`src/lph_pkg.sv`:
```
`timescale 1ns / 1ps
// ----------------------------------------------------------------------------
// Linear probe hash table package
// Shared constants, operation and result codes, and the command and status
// bundles between the controller and the datapath.
// ----------------------------------------------------------------------------
package lph_pkg;

   // Default number of slots in the table.
   localparam int DEF_TABLE_SIZE = 16;

   // Field widths of the request and response items.
   localparam int OP_W         = 2;
   localparam int KEY_W        = 32;
   localparam int VALUE_W      = 32;
   localparam int STATUS_W     = 3;
   localparam int SLOT_W       = 4;
   localparam int SLOT_STATE_W = 2;

   // One table entry: slot state, key and data word.
   localparam int ENTRY_W = SLOT_STATE_W + KEY_W + VALUE_W;

   // Operation codes.
   localparam logic [OP_W-1:0] OP_INSERT = 2'd0;
   localparam logic [OP_W-1:0] OP_DELETE = 2'd1;
   localparam logic [OP_W-1:0] OP_LOOKUP = 2'd2;

   // Result codes.
   localparam logic [STATUS_W-1:0] RS_NEW     = 3'd0;
   localparam logic [STATUS_W-1:0] RS_UPDATED = 3'd1;
   localparam logic [STATUS_W-1:0] RS_DELETED = 3'd2;
   localparam logic [STATUS_W-1:0] RS_MISSING = 3'd3;
   localparam logic [STATUS_W-1:0] RS_FULL    = 3'd4;
   localparam logic [STATUS_W-1:0] RS_FOUND   = 3'd5;

   // Slot states.
   localparam logic [SLOT_STATE_W-1:0] ST_EMPTY = 2'd0;
   localparam logic [SLOT_STATE_W-1:0] ST_USED  = 2'd1;
   localparam logic [SLOT_STATE_W-1:0] ST_TOMB  = 2'd2;

   // Commands from the controller to the datapath.
   typedef struct packed {
      logic load;
      logic hash_step;
      logic probe_start;
      logic probe_step;
      logic finish;
      logic clear_step;
   } cmd_type;

   // Status from the datapath to the controller.
   typedef struct packed {
      logic clear_last;
      logic hash_done;
      logic probe_done;
      logic rsp_busy;
   } stat_type;

endpackage

```
`src/lph_if.sv`:
```
`timescale 1ns / 1ps
// ----------------------------------------------------------------------------
// Linear probe hash table channels
// Valid/ready channels for request items and response items.
// ----------------------------------------------------------------------------
interface lph_req_if;
   logic                              valid;
   logic                              ready;
   logic [lph_pkg::OP_W-1:0]          op;
   logic [lph_pkg::KEY_W-1:0]         key;
   logic signed [lph_pkg::VALUE_W-1:0] value;

   modport source (output valid, output op, output key, output value, input ready);
   modport sink   (input valid, input op, input key, input value, output ready);
endinterface

interface lph_rsp_if;
   logic                               valid;
   logic                               ready;
   logic [lph_pkg::STATUS_W-1:0]       status;
   logic signed [lph_pkg::VALUE_W-1:0] found_value;
   logic [lph_pkg::SLOT_W-1:0]         slot;

   modport source (output valid, output status, output found_value, output slot,
                   input ready);
   modport sink   (input valid, input status, input found_value, input slot,
                   output ready);
endinterface

```
`src/lph_ram.sv`:
```
`timescale 1ns / 1ps
// ----------------------------------------------------------------------------
// Generic RAM
// One write port and one read port with registered read data.
// ----------------------------------------------------------------------------
module lph_ram #(
   parameter int WIDTH = 8,
   parameter int DEPTH = 16
) (
   input  logic                     clock,
   input  logic                     wr_en,
   input  logic [$clog2(DEPTH)-1:0] wr_addr,
   input  logic [WIDTH-1:0]         wr_data,
   input  logic [$clog2(DEPTH)-1:0] rd_addr,
   output logic [WIDTH-1:0]         rd_data
);

   logic [WIDTH-1:0] mem [DEPTH];

   // Write port and registered read port.
   always_ff @(posedge clock) begin
      if (wr_en) begin
         mem[wr_addr] <= wr_data;
      end
      rd_data <= mem[rd_addr];
   end

endmodule

```
`src/lph_ctrl.sv`:
```
`timescale 1ns / 1ps
// ----------------------------------------------------------------------------
// Linear probe hash table controller
// Sequences the clearing pass, the hash, the probe walk and the write-back.
// ----------------------------------------------------------------------------
module lph_ctrl (
   input  logic              clock,
   input  logic              reset,
   input  logic              req_valid,
   output logic              req_ready,
   input  lph_pkg::stat_type stat,
   output lph_pkg::cmd_type  cmd
);

   localparam logic [2:0] S_CLEAR  = 3'd0;
   localparam logic [2:0] S_IDLE   = 3'd1;
   localparam logic [2:0] S_HASH   = 3'd2;
   localparam logic [2:0] S_START  = 3'd3;
   localparam logic [2:0] S_PROBE  = 3'd4;
   localparam logic [2:0] S_FINISH = 3'd5;

   logic [2:0] state_ff;
   logic [2:0] state_in;

   // Next state and command decode.
   always_comb begin
      state_in  = state_ff;
      cmd       = '0;
      req_ready = 1'b0;
      case (state_ff)
         S_CLEAR: begin
            cmd.clear_step = 1'b1;
            if (stat.clear_last) begin
               state_in = S_IDLE;
            end
         end
         S_IDLE: begin
            req_ready = 1'b1;
            if (req_valid) begin
               cmd.load = 1'b1;
               state_in = S_HASH;
            end
         end
         S_HASH: begin
            cmd.hash_step = 1'b1;
            if (stat.hash_done) begin
               state_in = S_START;
            end
         end
         S_START: begin
            cmd.probe_start = 1'b1;
            state_in        = S_PROBE;
         end
         S_PROBE: begin
            cmd.probe_step = 1'b1;
            if (stat.probe_done) begin
               state_in = S_FINISH;
            end
         end
         S_FINISH: begin
            if (!stat.rsp_busy) begin
               cmd.finish = 1'b1;
               state_in   = S_IDLE;
            end
         end
         default: begin
            state_in = S_IDLE;
         end
      endcase
   end

   // State register; reset starts the clearing pass.
   always_ff @(posedge clock) begin
      if (reset) begin
         state_ff <= S_CLEAR;
      end else begin
         state_ff <= state_in;
      end
   end

endmodule

```
`src/lph_datapath.sv`:
```
`timescale 1ns / 1ps
// ----------------------------------------------------------------------------
// Linear probe hash table datapath
// Holds the item, computes the home slot, walks the probe chain through the
// entry RAM and writes back the result.
// ----------------------------------------------------------------------------
module lph_datapath #(
   parameter int TABLE_SIZE = lph_pkg::DEF_TABLE_SIZE
) (
   input  logic                                clock,
   input  logic                                reset,
   input  lph_pkg::cmd_type                    cmd,
   output lph_pkg::stat_type                   stat,
   input  logic [lph_pkg::OP_W-1:0]            req_op,
   input  logic [lph_pkg::KEY_W-1:0]           req_key,
   input  logic signed [lph_pkg::VALUE_W-1:0]  req_value,
   input  logic                                rsp_ready,
   output logic                                rsp_valid,
   output logic [lph_pkg::STATUS_W-1:0]        rsp_status,
   output logic signed [lph_pkg::VALUE_W-1:0]  rsp_found_value,
   output logic [lph_pkg::SLOT_W-1:0]          rsp_slot
);

   localparam int              IW       = $clog2(TABLE_SIZE);
   localparam logic [IW-1:0]   LAST_IDX = IW'(TABLE_SIZE - 1);
   localparam logic [IW:0]     MODULUS  = (IW + 1)'(TABLE_SIZE);
   localparam bit              IS_POW2  = (TABLE_SIZE == (1 << IW));

   // Low word of the reciprocal floor(2^(32+IW) / TABLE_SIZE) + 1; the full
   // multiplier is 2^32 plus this word, which gives the exact quotient of
   // any 32-bit key when the table size is not a power of two.
   localparam logic [lph_pkg::KEY_W-1:0] RECIP_LO = lph_pkg::KEY_W'(
      (64'd1 << lph_pkg::KEY_W) * 64'((1 << IW) - TABLE_SIZE) / 64'(TABLE_SIZE) + 64'd1);

   // Item registers.
   logic [lph_pkg::OP_W-1:0]    op_ff;
   logic [lph_pkg::KEY_W-1:0]   key_ff;
   logic [lph_pkg::VALUE_W-1:0] value_ff;

   // Home slot computation.
   logic                          hphase_ff;
   logic [2*lph_pkg::KEY_W-1:0]   mul_lo;
   logic [2*lph_pkg::KEY_W:0]     prod_in;
   logic [2*lph_pkg::KEY_W:0]     prod_ff;
   logic [IW-1:0]                 quo_lo;
   logic [2*IW:0]                 qn;
   logic [IW-1:0]                 rem_ff;
   logic [IW-1:0]                 rem_in;
   logic [IW-1:0]                 home_idx;

   // Probe walk.
   logic [IW-1:0]               issue_idx_ff;
   logic [IW-1:0]               data_idx_ff;
   logic [IW-1:0]               pcnt_ff;
   logic                        hit_ff;
   logic [IW-1:0]               hit_idx_ff;
   logic [lph_pkg::VALUE_W-1:0] hit_value_ff;
   logic                        free_ff;
   logic [IW-1:0]               free_idx_ff;

   // Entry RAM ports.
   logic                            wr_en;
   logic [IW-1:0]                   wr_addr;
   logic [lph_pkg::ENTRY_W-1:0]     wr_data;
   logic [IW-1:0]                   rd_addr;
   logic [lph_pkg::ENTRY_W-1:0]     rd_data;
   logic [lph_pkg::SLOT_STATE_W-1:0] rd_state;
   logic [lph_pkg::KEY_W-1:0]       rd_key;
   logic [lph_pkg::VALUE_W-1:0]     rd_value;
   logic                            key_match;

   // Result and response.
   logic                            res_write;
   logic [IW-1:0]                   res_idx;
   logic [lph_pkg::ENTRY_W-1:0]     res_entry;
   logic [lph_pkg::STATUS_W-1:0]    res_status;
   logic [lph_pkg::VALUE_W-1:0]     res_found;
   logic [IW-1:0]                   res_slot;
   logic [IW-1:0]                   clear_idx_ff;
   logic                            rsp_valid_ff;
   logic [lph_pkg::STATUS_W-1:0]    rsp_status_ff;
   logic [lph_pkg::VALUE_W-1:0]     rsp_found_ff;
   logic [lph_pkg::SLOT_W-1:0]      rsp_slot_ff;

   // Next slot on the chain, with wraparound.
   function automatic logic [IW-1:0] next_idx(input logic [IW-1:0] idx);
      return (idx == LAST_IDX) ? '0 : idx + 1'b1;
   endfunction

   // First hash step: key times the reciprocal, the quotient sits above
   // bit 32+IW. Second step: the remainder from the low bits of key minus
   // quotient times table size, which is exact since it is below 2^IW.
   assign mul_lo  = {{lph_pkg::KEY_W{1'b0}}, key_ff} * {{lph_pkg::KEY_W{1'b0}}, RECIP_LO};
   assign prod_in = {1'b0, key_ff, {lph_pkg::KEY_W{1'b0}}} + {1'b0, mul_lo};
   assign quo_lo  = prod_ff[lph_pkg::KEY_W + IW +: IW];
   assign qn      = {{(IW + 1){1'b0}}, quo_lo} * {{IW{1'b0}}, MODULUS};
   assign rem_in  = key_ff[IW-1:0] - qn[IW-1:0];

   // A power-of-two table takes the low key bits directly.
   assign home_idx       = IS_POW2 ? key_ff[IW-1:0] : rem_ff;
   assign stat.hash_done = IS_POW2 || hphase_ff;

   always_ff @(posedge clock) begin
      if (cmd.load) begin
         op_ff     <= req_op;
         key_ff    <= req_key;
         value_ff  <= req_value;
         hphase_ff <= 1'b0;
      end else if (cmd.hash_step) begin
         if (!hphase_ff) begin
            prod_ff   <= prod_in;
            hphase_ff <= 1'b1;
         end else begin
            rem_ff <= rem_in;
         end
      end
   end

   // Entry RAM: the read address runs one slot ahead of the evaluated data.
   assign rd_addr   = cmd.probe_start ? home_idx : issue_idx_ff;
   assign rd_state  = rd_data[lph_pkg::ENTRY_W-1 -: lph_pkg::SLOT_STATE_W];
   assign rd_key    = rd_data[lph_pkg::VALUE_W +: lph_pkg::KEY_W];
   assign rd_value  = rd_data[lph_pkg::VALUE_W-1:0];
   assign key_match = (rd_state == lph_pkg::ST_USED) && (rd_key == key_ff);

   // The walk ends at an empty slot, at a match, or after the last slot.
   assign stat.probe_done = (rd_state == lph_pkg::ST_EMPTY) || key_match ||
                            (pcnt_ff == LAST_IDX);

   lph_ram #(
      .WIDTH (lph_pkg::ENTRY_W),
      .DEPTH (TABLE_SIZE)
   ) u_entry_ram (
      .clock   (clock),
      .wr_en   (wr_en),
      .wr_addr (wr_addr),
      .wr_data (wr_data),
      .rd_addr (rd_addr),
      .rd_data (rd_data)
   );

   // Probe bookkeeping: first free slot and the matching slot.
   always_ff @(posedge clock) begin
      if (cmd.probe_start) begin
         issue_idx_ff <= next_idx(home_idx);
         data_idx_ff  <= home_idx;
         pcnt_ff      <= '0;
         hit_ff       <= 1'b0;
         free_ff      <= 1'b0;
      end else if (cmd.probe_step) begin
         issue_idx_ff <= next_idx(issue_idx_ff);
         data_idx_ff  <= issue_idx_ff;
         pcnt_ff      <= pcnt_ff + 1'b1;
         if (!free_ff && (rd_state != lph_pkg::ST_USED)) begin
            free_ff     <= 1'b1;
            free_idx_ff <= data_idx_ff;
         end
         if (key_match) begin
            hit_ff       <= 1'b1;
            hit_idx_ff   <= data_idx_ff;
            hit_value_ff <= rd_value;
         end
      end
   end

   // Outcome of the item once the walk is over.
   always_comb begin
      res_write  = 1'b0;
      res_idx    = hit_idx_ff;
      res_entry  = {lph_pkg::ST_USED, key_ff, value_ff};
      res_status = lph_pkg::RS_MISSING;
      res_found  = '0;
      res_slot   = '0;
      case (op_ff)
         lph_pkg::OP_INSERT: begin
            if (hit_ff) begin
               res_write  = 1'b1;
               res_status = lph_pkg::RS_UPDATED;
               res_slot   = hit_idx_ff;
            end else if (free_ff) begin
               res_write  = 1'b1;
               res_idx    = free_idx_ff;
               res_status = lph_pkg::RS_NEW;
               res_slot   = free_idx_ff;
            end else begin
               res_status = lph_pkg::RS_FULL;
            end
         end
         lph_pkg::OP_DELETE: begin
            if (hit_ff) begin
               res_write  = 1'b1;
               res_entry  = {lph_pkg::ST_TOMB, key_ff, hit_value_ff};
               res_status = lph_pkg::RS_DELETED;
               res_slot   = hit_idx_ff;
            end
         end
         lph_pkg::OP_LOOKUP: begin
            if (hit_ff) begin
               res_status = lph_pkg::RS_FOUND;
               res_found  = hit_value_ff;
               res_slot   = hit_idx_ff;
            end
         end
         default: begin
            res_status = lph_pkg::RS_MISSING;
         end
      endcase
   end

   // Write port: clearing pass after reset, otherwise the write-back.
   always_comb begin
      if (cmd.clear_step) begin
         wr_en   = 1'b1;
         wr_addr = clear_idx_ff;
         wr_data = '0;
      end else begin
         wr_en   = cmd.finish && res_write;
         wr_addr = res_idx;
         wr_data = res_entry;
      end
   end

   assign stat.clear_last = (clear_idx_ff == LAST_IDX);

   always_ff @(posedge clock) begin
      if (reset) begin
         clear_idx_ff <= '0;
      end else if (cmd.clear_step) begin
         clear_idx_ff <= next_idx(clear_idx_ff);
      end
   end

   // Response register; it holds a result until the sink takes the item.
   assign stat.rsp_busy = rsp_valid_ff && !rsp_ready;

   always_ff @(posedge clock) begin
      if (reset) begin
         rsp_valid_ff <= 1'b0;
      end else if (cmd.finish) begin
         rsp_valid_ff <= 1'b1;
      end else if (rsp_ready) begin
         rsp_valid_ff <= 1'b0;
      end
   end

   always_ff @(posedge clock) begin
      if (cmd.finish) begin
         rsp_status_ff <= res_status;
         rsp_found_ff  <= res_found;
         rsp_slot_ff   <= lph_pkg::SLOT_W'(res_slot);
      end
   end

   assign rsp_valid       = rsp_valid_ff;
   assign rsp_status      = rsp_status_ff;
   assign rsp_found_value = rsp_found_ff;
   assign rsp_slot        = rsp_slot_ff;

endmodule

```
`src/linear_probe_hash_table_core.sv`:
```
`timescale 1ns / 1ps
// ----------------------------------------------------------------------------
// Linear probe hash table core
// Open-addressing key/data table with linear probing, insert, delete and
// lookup, one response item for each request item.
// ----------------------------------------------------------------------------
// After reset the core clears every slot of the table and accepts no request
// item until that pass is done. An item is then accepted, hashed (directly
// from the low key bits when TABLE_SIZE is a power of two; otherwise a
// reciprocal multiplication for the quotient, then the remainder), the walk
// is started and the probe steps run (one slot per cycle through the entry
// RAM read port, ending at an empty slot, a matching key or the last slot),
// and a write-back step, which waits while a held result is not yet taken,
// loads the response register. The next item is accepted while a result
// still waits in the response register.
// ----------------------------------------------------------------------------
module linear_probe_hash_table_core #(
   parameter int TABLE_SIZE = lph_pkg::DEF_TABLE_SIZE
) (
   input logic       clock,
   input logic       reset,
   lph_req_if.sink   req_chan,
   lph_rsp_if.source rsp_chan
);

   lph_pkg::cmd_type  cmd;
   lph_pkg::stat_type stat;

   // Sequencer.
   lph_ctrl u_ctrl (
      .clock     (clock),
      .reset     (reset),
      .req_valid (req_chan.valid),
      .req_ready (req_chan.ready),
      .stat      (stat),
      .cmd       (cmd)
   );

   // Table storage, hash and probe logic.
   lph_datapath #(
      .TABLE_SIZE (TABLE_SIZE)
   ) u_datapath (
      .clock           (clock),
      .reset           (reset),
      .cmd             (cmd),
      .stat            (stat),
      .req_op          (req_chan.op),
      .req_key         (req_chan.key),
      .req_value       (req_chan.value),
      .rsp_ready       (rsp_chan.ready),
      .rsp_valid       (rsp_chan.valid),
      .rsp_status      (rsp_chan.status),
      .rsp_found_value (rsp_chan.found_value),
      .rsp_slot        (rsp_chan.slot)
   );

endmodule

```
`src/flat_wrapper.sv`:
```
// flat-port wrapper written by rule: the top's interface ports become plain ports
module linear_probe_hash_table_core_flat 
#(
   parameter int TABLE_SIZE = lph_pkg::DEF_TABLE_SIZE
)
  (clock, reset, req_chan_valid, req_chan_op, req_chan_key, req_chan_value, req_chan_ready, rsp_chan_valid, rsp_chan_status, rsp_chan_found_value, rsp_chan_slot, rsp_chan_ready);
  lph_req_if req_chan_i ();
  lph_rsp_if rsp_chan_i ();
  input logic clock;
  input logic reset;
  input wire logic [$bits(req_chan_i.valid)-1:0] req_chan_valid;
  input wire logic [$bits(req_chan_i.op)-1:0] req_chan_op;
  input wire logic [$bits(req_chan_i.key)-1:0] req_chan_key;
  input wire logic [$bits(req_chan_i.value)-1:0] req_chan_value;
  output wire logic [$bits(req_chan_i.ready)-1:0] req_chan_ready;
  output wire logic [$bits(rsp_chan_i.valid)-1:0] rsp_chan_valid;
  output wire logic [$bits(rsp_chan_i.status)-1:0] rsp_chan_status;
  output wire logic [$bits(rsp_chan_i.found_value)-1:0] rsp_chan_found_value;
  output wire logic [$bits(rsp_chan_i.slot)-1:0] rsp_chan_slot;
  input wire logic [$bits(rsp_chan_i.ready)-1:0] rsp_chan_ready;
  assign req_chan_i.valid = req_chan_valid;
  assign req_chan_i.op = req_chan_op;
  assign req_chan_i.key = req_chan_key;
  assign req_chan_i.value = req_chan_value;
  assign req_chan_ready = req_chan_i.ready;
  assign rsp_chan_valid = rsp_chan_i.valid;
  assign rsp_chan_status = rsp_chan_i.status;
  assign rsp_chan_found_value = rsp_chan_i.found_value;
  assign rsp_chan_slot = rsp_chan_i.slot;
  assign rsp_chan_i.ready = rsp_chan_ready;
  linear_probe_hash_table_core #(.TABLE_SIZE(TABLE_SIZE)) u_core (.clock(clock), .reset(reset), .req_chan(req_chan_i), .rsp_chan(rsp_chan_i));
endmodule
```
`config.mk`:
```
export PLATFORM = sky130hd
export DESIGN_NAME = linear_probe_hash_table_core_flat
export DESIGN_NICKNAME = d
export VERILOG_FILES = /design/src/lph_pkg.sv /design/src/lph_if.sv /design/src/lph_ram.sv /design/src/lph_ctrl.sv /design/src/lph_datapath.sv /design/src/linear_probe_hash_table_core.sv /design/src/flat_wrapper.sv
export SDC_FILE = /design/constraint.sdc
export NUM_CORES = 2
export LEC_CHECK = 0
export BUFFER_PORTS_ARGS = -buffer_cell sky130_fd_sc_hd__buf_2
export CELL_PAD_IN_SITES_DETAIL_PLACEMENT = 0
export CELL_PAD_IN_SITES_GLOBAL_PLACEMENT = 1
export CORE_MARGIN = 4
export CORE_UTILIZATION = 50
export DETAILED_ROUTE_END_ITERATION = 10
export PLACE_DENSITY = 0.85
export SLEW_MARGIN = 15
export SYNTH_ARGS = -nofsm -noshare
export SYNTH_HDL_FRONTEND = slang
export SYNTH_HIERARCHICAL = 1
export SYNTH_SLANG_ARGS = --single-unit
export TNS_END_PERCENT = 50
```
`constraint.sdc`:
```
create_clock -name clock -period 8.8 [get_ports clock]
set_clock_uncertainty 0.2 [all_clocks]
set_input_delay 0.88 -clock clock [delete_from_list [all_inputs] [get_ports clock]]
set_output_delay 0.88 -clock clock [all_outputs]
set_load 0.02 [all_outputs]
```
# Word-level counts from Yosys, hierarchy flattened
# Memory sizes are Yosys's and may differ from the RTL's. A register that Yosys moved wholly into a read port is not among the register bits.
# Cells that the tools add are included.
[word_totals] latch_bits=0 mem_bits_ro=0 n_memories=1 word_cells=107 regBits=167 out_inout_bits=41 ramBits=1056 in_bits=70
[mem_list] memory="u_core.u_datapath.u_entry_ram.mem" depth=16 width=66 rd=1 rd_clocked_by_memory_dff=1 write_ports=1 line="lph_ram.sv:18" text="logic [WIDTH-1:0] mem [DEPTH];"
[op_classes] n_mul=0 div=0 add_sub_neg=4 n_mux=46 n_reduce_logical=20 eq_ne=18 shift=0 order_cmp=0 n_bitwise=1
[op_table] operator="$mux 66" n=3
[op_table] operator="$mux 4" n=15
[op_table] operator="$eq 32x32->1" n=1
[op_table] operator="$mux 3" n=7
[op_table] operator="$pmux 3 s6" n=1
[op_table] operator="$mux 1" n=17
[op_table] operator="$add 4x1->4 const B" n=4
[op_table] operator="$eq 4x4->1 const B" n=4
[op_table] operator="$pmux 3 s3" n=1
[op_table] operator="$pmux 4 s2" n=1
[op_table] operator="$eq 3x2->1 const B" n=2
[op_table] operator="$eq 3x3->1 const B" n=2
[op_table] operator="$ne 2x1->1 const B" n=3
[op_table] operator="$reduce_and 2->1" n=3
[op_table] operator="$reduce_and 3->1" n=2
[op_table] operator="$eq 2x1->1 const B" n=2
[op_table] operator="$logic_and 1x1->1" n=4
[op_table] operator="$logic_not 2->1" n=2
[op_table] operator="$ne 2x2->1 const B" n=2
[op_table] operator="$reduce_and 4->1" n=1
[op_table] operator="$reduce_bool 2->1" n=2
[op_table] operator="$eq 3x1->1 const B" n=1
[op_table] operator="$logic_not 3->1" n=1
[op_table] operator="$eq 2x2->1 const B" n=1
[op_table] operator="5 further kinds" n=7

# Longest topological paths before layout
[logic_depth] depth_word=8 ltp_mapped=10 depth_no_buf=7

# Modules after synthesis
# The synthesis kept the hierarchy.
[by_module_without_submodules] module="lph_ram" seq_area_each_um2=33031.7 cells_each=1698 area_each_um2=40799.1 n_inst=1
[by_module_without_submodules] module="lph_datapath" seq_area_each_um2=4814.6 cells_each=443 area_each_um2=6729.0 n_inst=1
[by_module_without_submodules] module="lph_ctrl" seq_area_each_um2=60.1 cells_each=27 area_each_um2=203.9 n_inst=1

# Least setup slack after synthesis
# OpenSTA, ideal clock, no wires.
[synth_timing] path_kind="input port to flip-flop" from="in rsp_chan_ready" to="mem u_core/u_datapath/u_entry_ram/mem[0][0] (netlist name) (enable)" slack_ns=-0.019 path_buffers=0 setup_time_ns=0.571 t_arrival_ns=8.048 path_stages=6 cell_sequence="nor2b_1 -> nand2b_1 -> nor2_1 -> a21o_1 -> or3b_2 -> nor3_1"
[synth_lines] element="start, declared" line="flat_wrapper.sv:20" text="input wire logic [$bits(rsp_chan_i.ready)-1:0] rsp_chan_ready;"
[synth_lines] element="end, declared" line="lph_ram.sv:18"

# Worst setup path after layout
[layout_timing] from="reg u_core.u_datapath.hit_ff" to="mem u_core/u_datapath/u_entry_ram/mem[9][61] (netlist name) (enable)"
[layout_between] elab_cells_between_ends=10
[layout_lines] element="start, declared" line="lph_datapath.sv:55" text="logic hit_ff;"
[layout_lines] element="start signal, assigned" line="lph_datapath.sv:148" text="hit_ff <= 1'b0;"
[layout_lines] element="start signal, assigned" line="lph_datapath.sv:159" text="hit_ff <= 1'b1;"
[layout_lines] element="$mux 4" line="lph_datapath.sv:176" text="if (hit_ff) begin"
[layout_lines] element="$mux 4" line="lph_datapath.sv:174" text="case (op_ff)"
[layout_lines] element="$mux 4" line="lph_datapath.sv:212" text="if (cmd.clear_step) begin"
[layout_lines] element="via u_core.u_datapath.wr_addr[1]" line="lph_datapath.sv:63" text="logic [IW-1:0] wr_addr;"
# The timed path passes the listed nets, and every way through them passes these cells.

==> metrics.md <==
| Metric | Value |
|---|---|
| Max-slew violations | 0 |
| Worst-path clk slew | 0.07 ns |
| Final setup vio count | 0 |
| CP Class | reg -> reg |
| N_diodes | 0 |
| Effective utilization at floorplan | 0.503 |
| WHS | 0.138 ns |
| Tmin final | 4.74 ns |
| Clock latency on the worst-skew pair | 0.72 ns |
| Initial antenna violation count | 2 |
| Max-Cap Viols | 0 |
| Iteration-0 DRC Markers | 2861 |
| Avg Cell Area, Syn | 22.0 um2 |
| CTS buffer count | 117 |
| RePlAce Congestion | 0.819 |
| Layout area overhead | 12.7% |
| Worst-Margin Slew | 1.12 ns |
| Htree depth | 3 |
| Unrepaired setup endpoints after global routing | no |
| Site Rows | 113 |
| Setup ws final | 4.06 ns |
| Power Density | 225 mW/mm2 |
| Clk root buf | clkbuf_16 |
| Synth warn | 6 |
| Startpoint types | flop |
| CORE AREA | 0.0949 mm2 |
| Post-Syn Nets | 2245 |
| Syn Inst Count | 2167 |
| Max transition margin | 0.255 |
| Critical Path AT | 4.84 ns |
| Number of global-route vias before repair | 23700 |
| Die Span Y | 317 um |
| CTS tree | yes |
| CP Data Required Time | 8.90 ns |
| Mapped Area | 0.0477 mm2 |
| Status | finished clean |
| Clk buf depth | 3 |
| Port Buffers | 110 |
| # clock sinks | 1289 |
| Fillers | 6486 |
| Setup Buffers After CTS | 0 |
| Max Fanout on Critical Path | 51 |
| Post-CTS sizing | 0 |
| Hold-fix buffers at CTS | 0 |
| I/O Pins | 111 |
| Die Area | 0.100 mm2 |
| Dpl hpwl | 53400 um |
| Setup_tns | 0 ns |
| Leakage | 18.9 nW |
| Area of placed instances | 0.0498 mm2 |
| WL/cell | 28.7 um |
| Final Hold Fails | 0 |
| Drt first pass iters | 5 |
| Grt ovf | 0 |
| Fmax | 211 MHz |
| Vias per std cell | 6.17 |
| Share of cells above drive strength 1 | 0.262 |
| Post-Place Worst Slack | 4.19 ns |
| Maximum vdd drop | 160 uV |
| Via count | 22800 |
| Global-route wire length before repair | 157000 um |
| CP endpoint kind | flop |
| Fin area | 0.0538 mm2 |
| Die width | 317 um |
| Worst hold-check path type | in -> reg |
| Final WL | 106000 um |
| Post-route DRC | 0 |
| Largest net degree at the start of global routing | 151 |
| DRT antenna net count | 0 |
| Total Routing Usage GR | 0.214 |
| Final Cycle Share | 0.539 |
| Fin nets | 2402 |
[worst paths after layout]
path / startpoint / depth (start not counted) / endpoint / slack, ns
setup / recovery: u_core/u_datapath/hit_ff / 7 / u_core/u_datapath/u_entry_ram/mem[9][61] / 4.06
hold / removal: req_chan_key[0] / 1 / u_core/u_datapath/key_ff[0] / 0.14
setup reg to reg: u_core/u_datapath/hit_ff / 7 / u_core/u_datapath/u_entry_ram/mem[9][61] / 4.06
hold reg to reg: u_core/u_datapath/u_entry_ram/rd_data[8] / 0 / u_core/u_datapath/hit_value_ff[8] / 0.20
[cells in the final DEF (no fill, tap or decap), types with 6 or more instances in the layout]
cell type  count
a22o_1        36
a22oi_1      137
and3_1        33
buf_2        110
buf_4         38
bufinv_16      8
clkbuf_1      37
clkbuf_16    118
clkbuf_8      19
clkinv_1       6
clkinv_2      23
dfxtp_1       79
edfxtp_1    1209
ha_1           8
mux4_2       264
nand2_1       80
nand4_1        8
nor2_1        24
nor2_4        15
nor2b_1       35
nor3_2         6
o21ai_1        8
xnor2_1       27
xor2_1         9
[state kept, by name (all words and copies together), names as in the netlist]
signal and cells:
u_core/u_datapath/op_ff 2, u_core/u_datapath/data_idx_ff 4, u_core/u_datapath/u_entry_ram/rd_data 66, u_core/u_datapath/hit_ff 1, u_core/u_datapath/key_ff 32, u_core/u_datapath/free_ff 1
u_core/u_datapath/value_ff 32, u_core/u_ctrl/state_ff 3, u_core/u_datapath/pcnt_ff 4, u_core/u_datapath/free_idx_ff 4, u_core/u_datapath/rsp_valid 1, u_core/u_datapath/clear_idx_ff 4
u_core/u_datapath/hit_value_ff 32, u_core/u_datapath/hit_idx_ff 4, u_core/u_datapath/issue_idx_ff 4, u_core/u_datapath/rsp_found_value 32, u_core/u_datapath/rsp_slot 4, u_core/u_datapath/rsp_status 3
u_core/u_datapath/u_entry_ram/mem 1056
[per-layer routing]
metal,track usage,wire length (um),vias up
li1,-,-,9349
met1,0.299,40600,12000
met2,0.350,52800,1262
met3,0.0368,9650,187
met4,0.0657,2940,0
met5,0,0,-
[critical path, cell delays in order (launching register included)]
cell and delay [ns]:
dfxtp_2 1.04, nor2b_1 0.24, a22o_1 0.29, a22oi_1 0.19, o21ai_1 0.25, nand2b_1 0.44, nor2_4 0.67, buf_4 0.95
[area by class of cell]
cell class / instances / area [um2] / area share
multi-input combinational: 758 / 9430 / 0.175
timing repair buffer: 152 / 915 / 0.0170
tap: 1265 / 1580 / 0.0294
clock inverter: 50 / 582 / 0.0108
clock buffer: 174 / 3350 / 0.0623
inverter: 6 / 22.5 / 0.000419
sequential: 1289 / 37900 / 0.705
[metrics by stage]
stage                     instances  utilization  total power [W]
after floorplan                2167            -          0.00703
after global placement         3469        0.525          0.00710
after detailed placement       3469        0.525          0.00712
after CTS                      3693        0.567           0.0122
after global routing           3694        0.567           0.0125
final                          3694        0.567           0.0121
[power by group]
| group | total [W] | switching [W] | internal (W) |
|---|---|---|---|
| Sequential | 0.00680 | 0.0000364 | 0.00676 |
| Clock | 0.00510 | 0.00221 | 0.00289 |
| Combinational | 0.000196 | 0.000131 | 0.0000653 |
No activity file was read; power rests on OpenSTA's default activity.
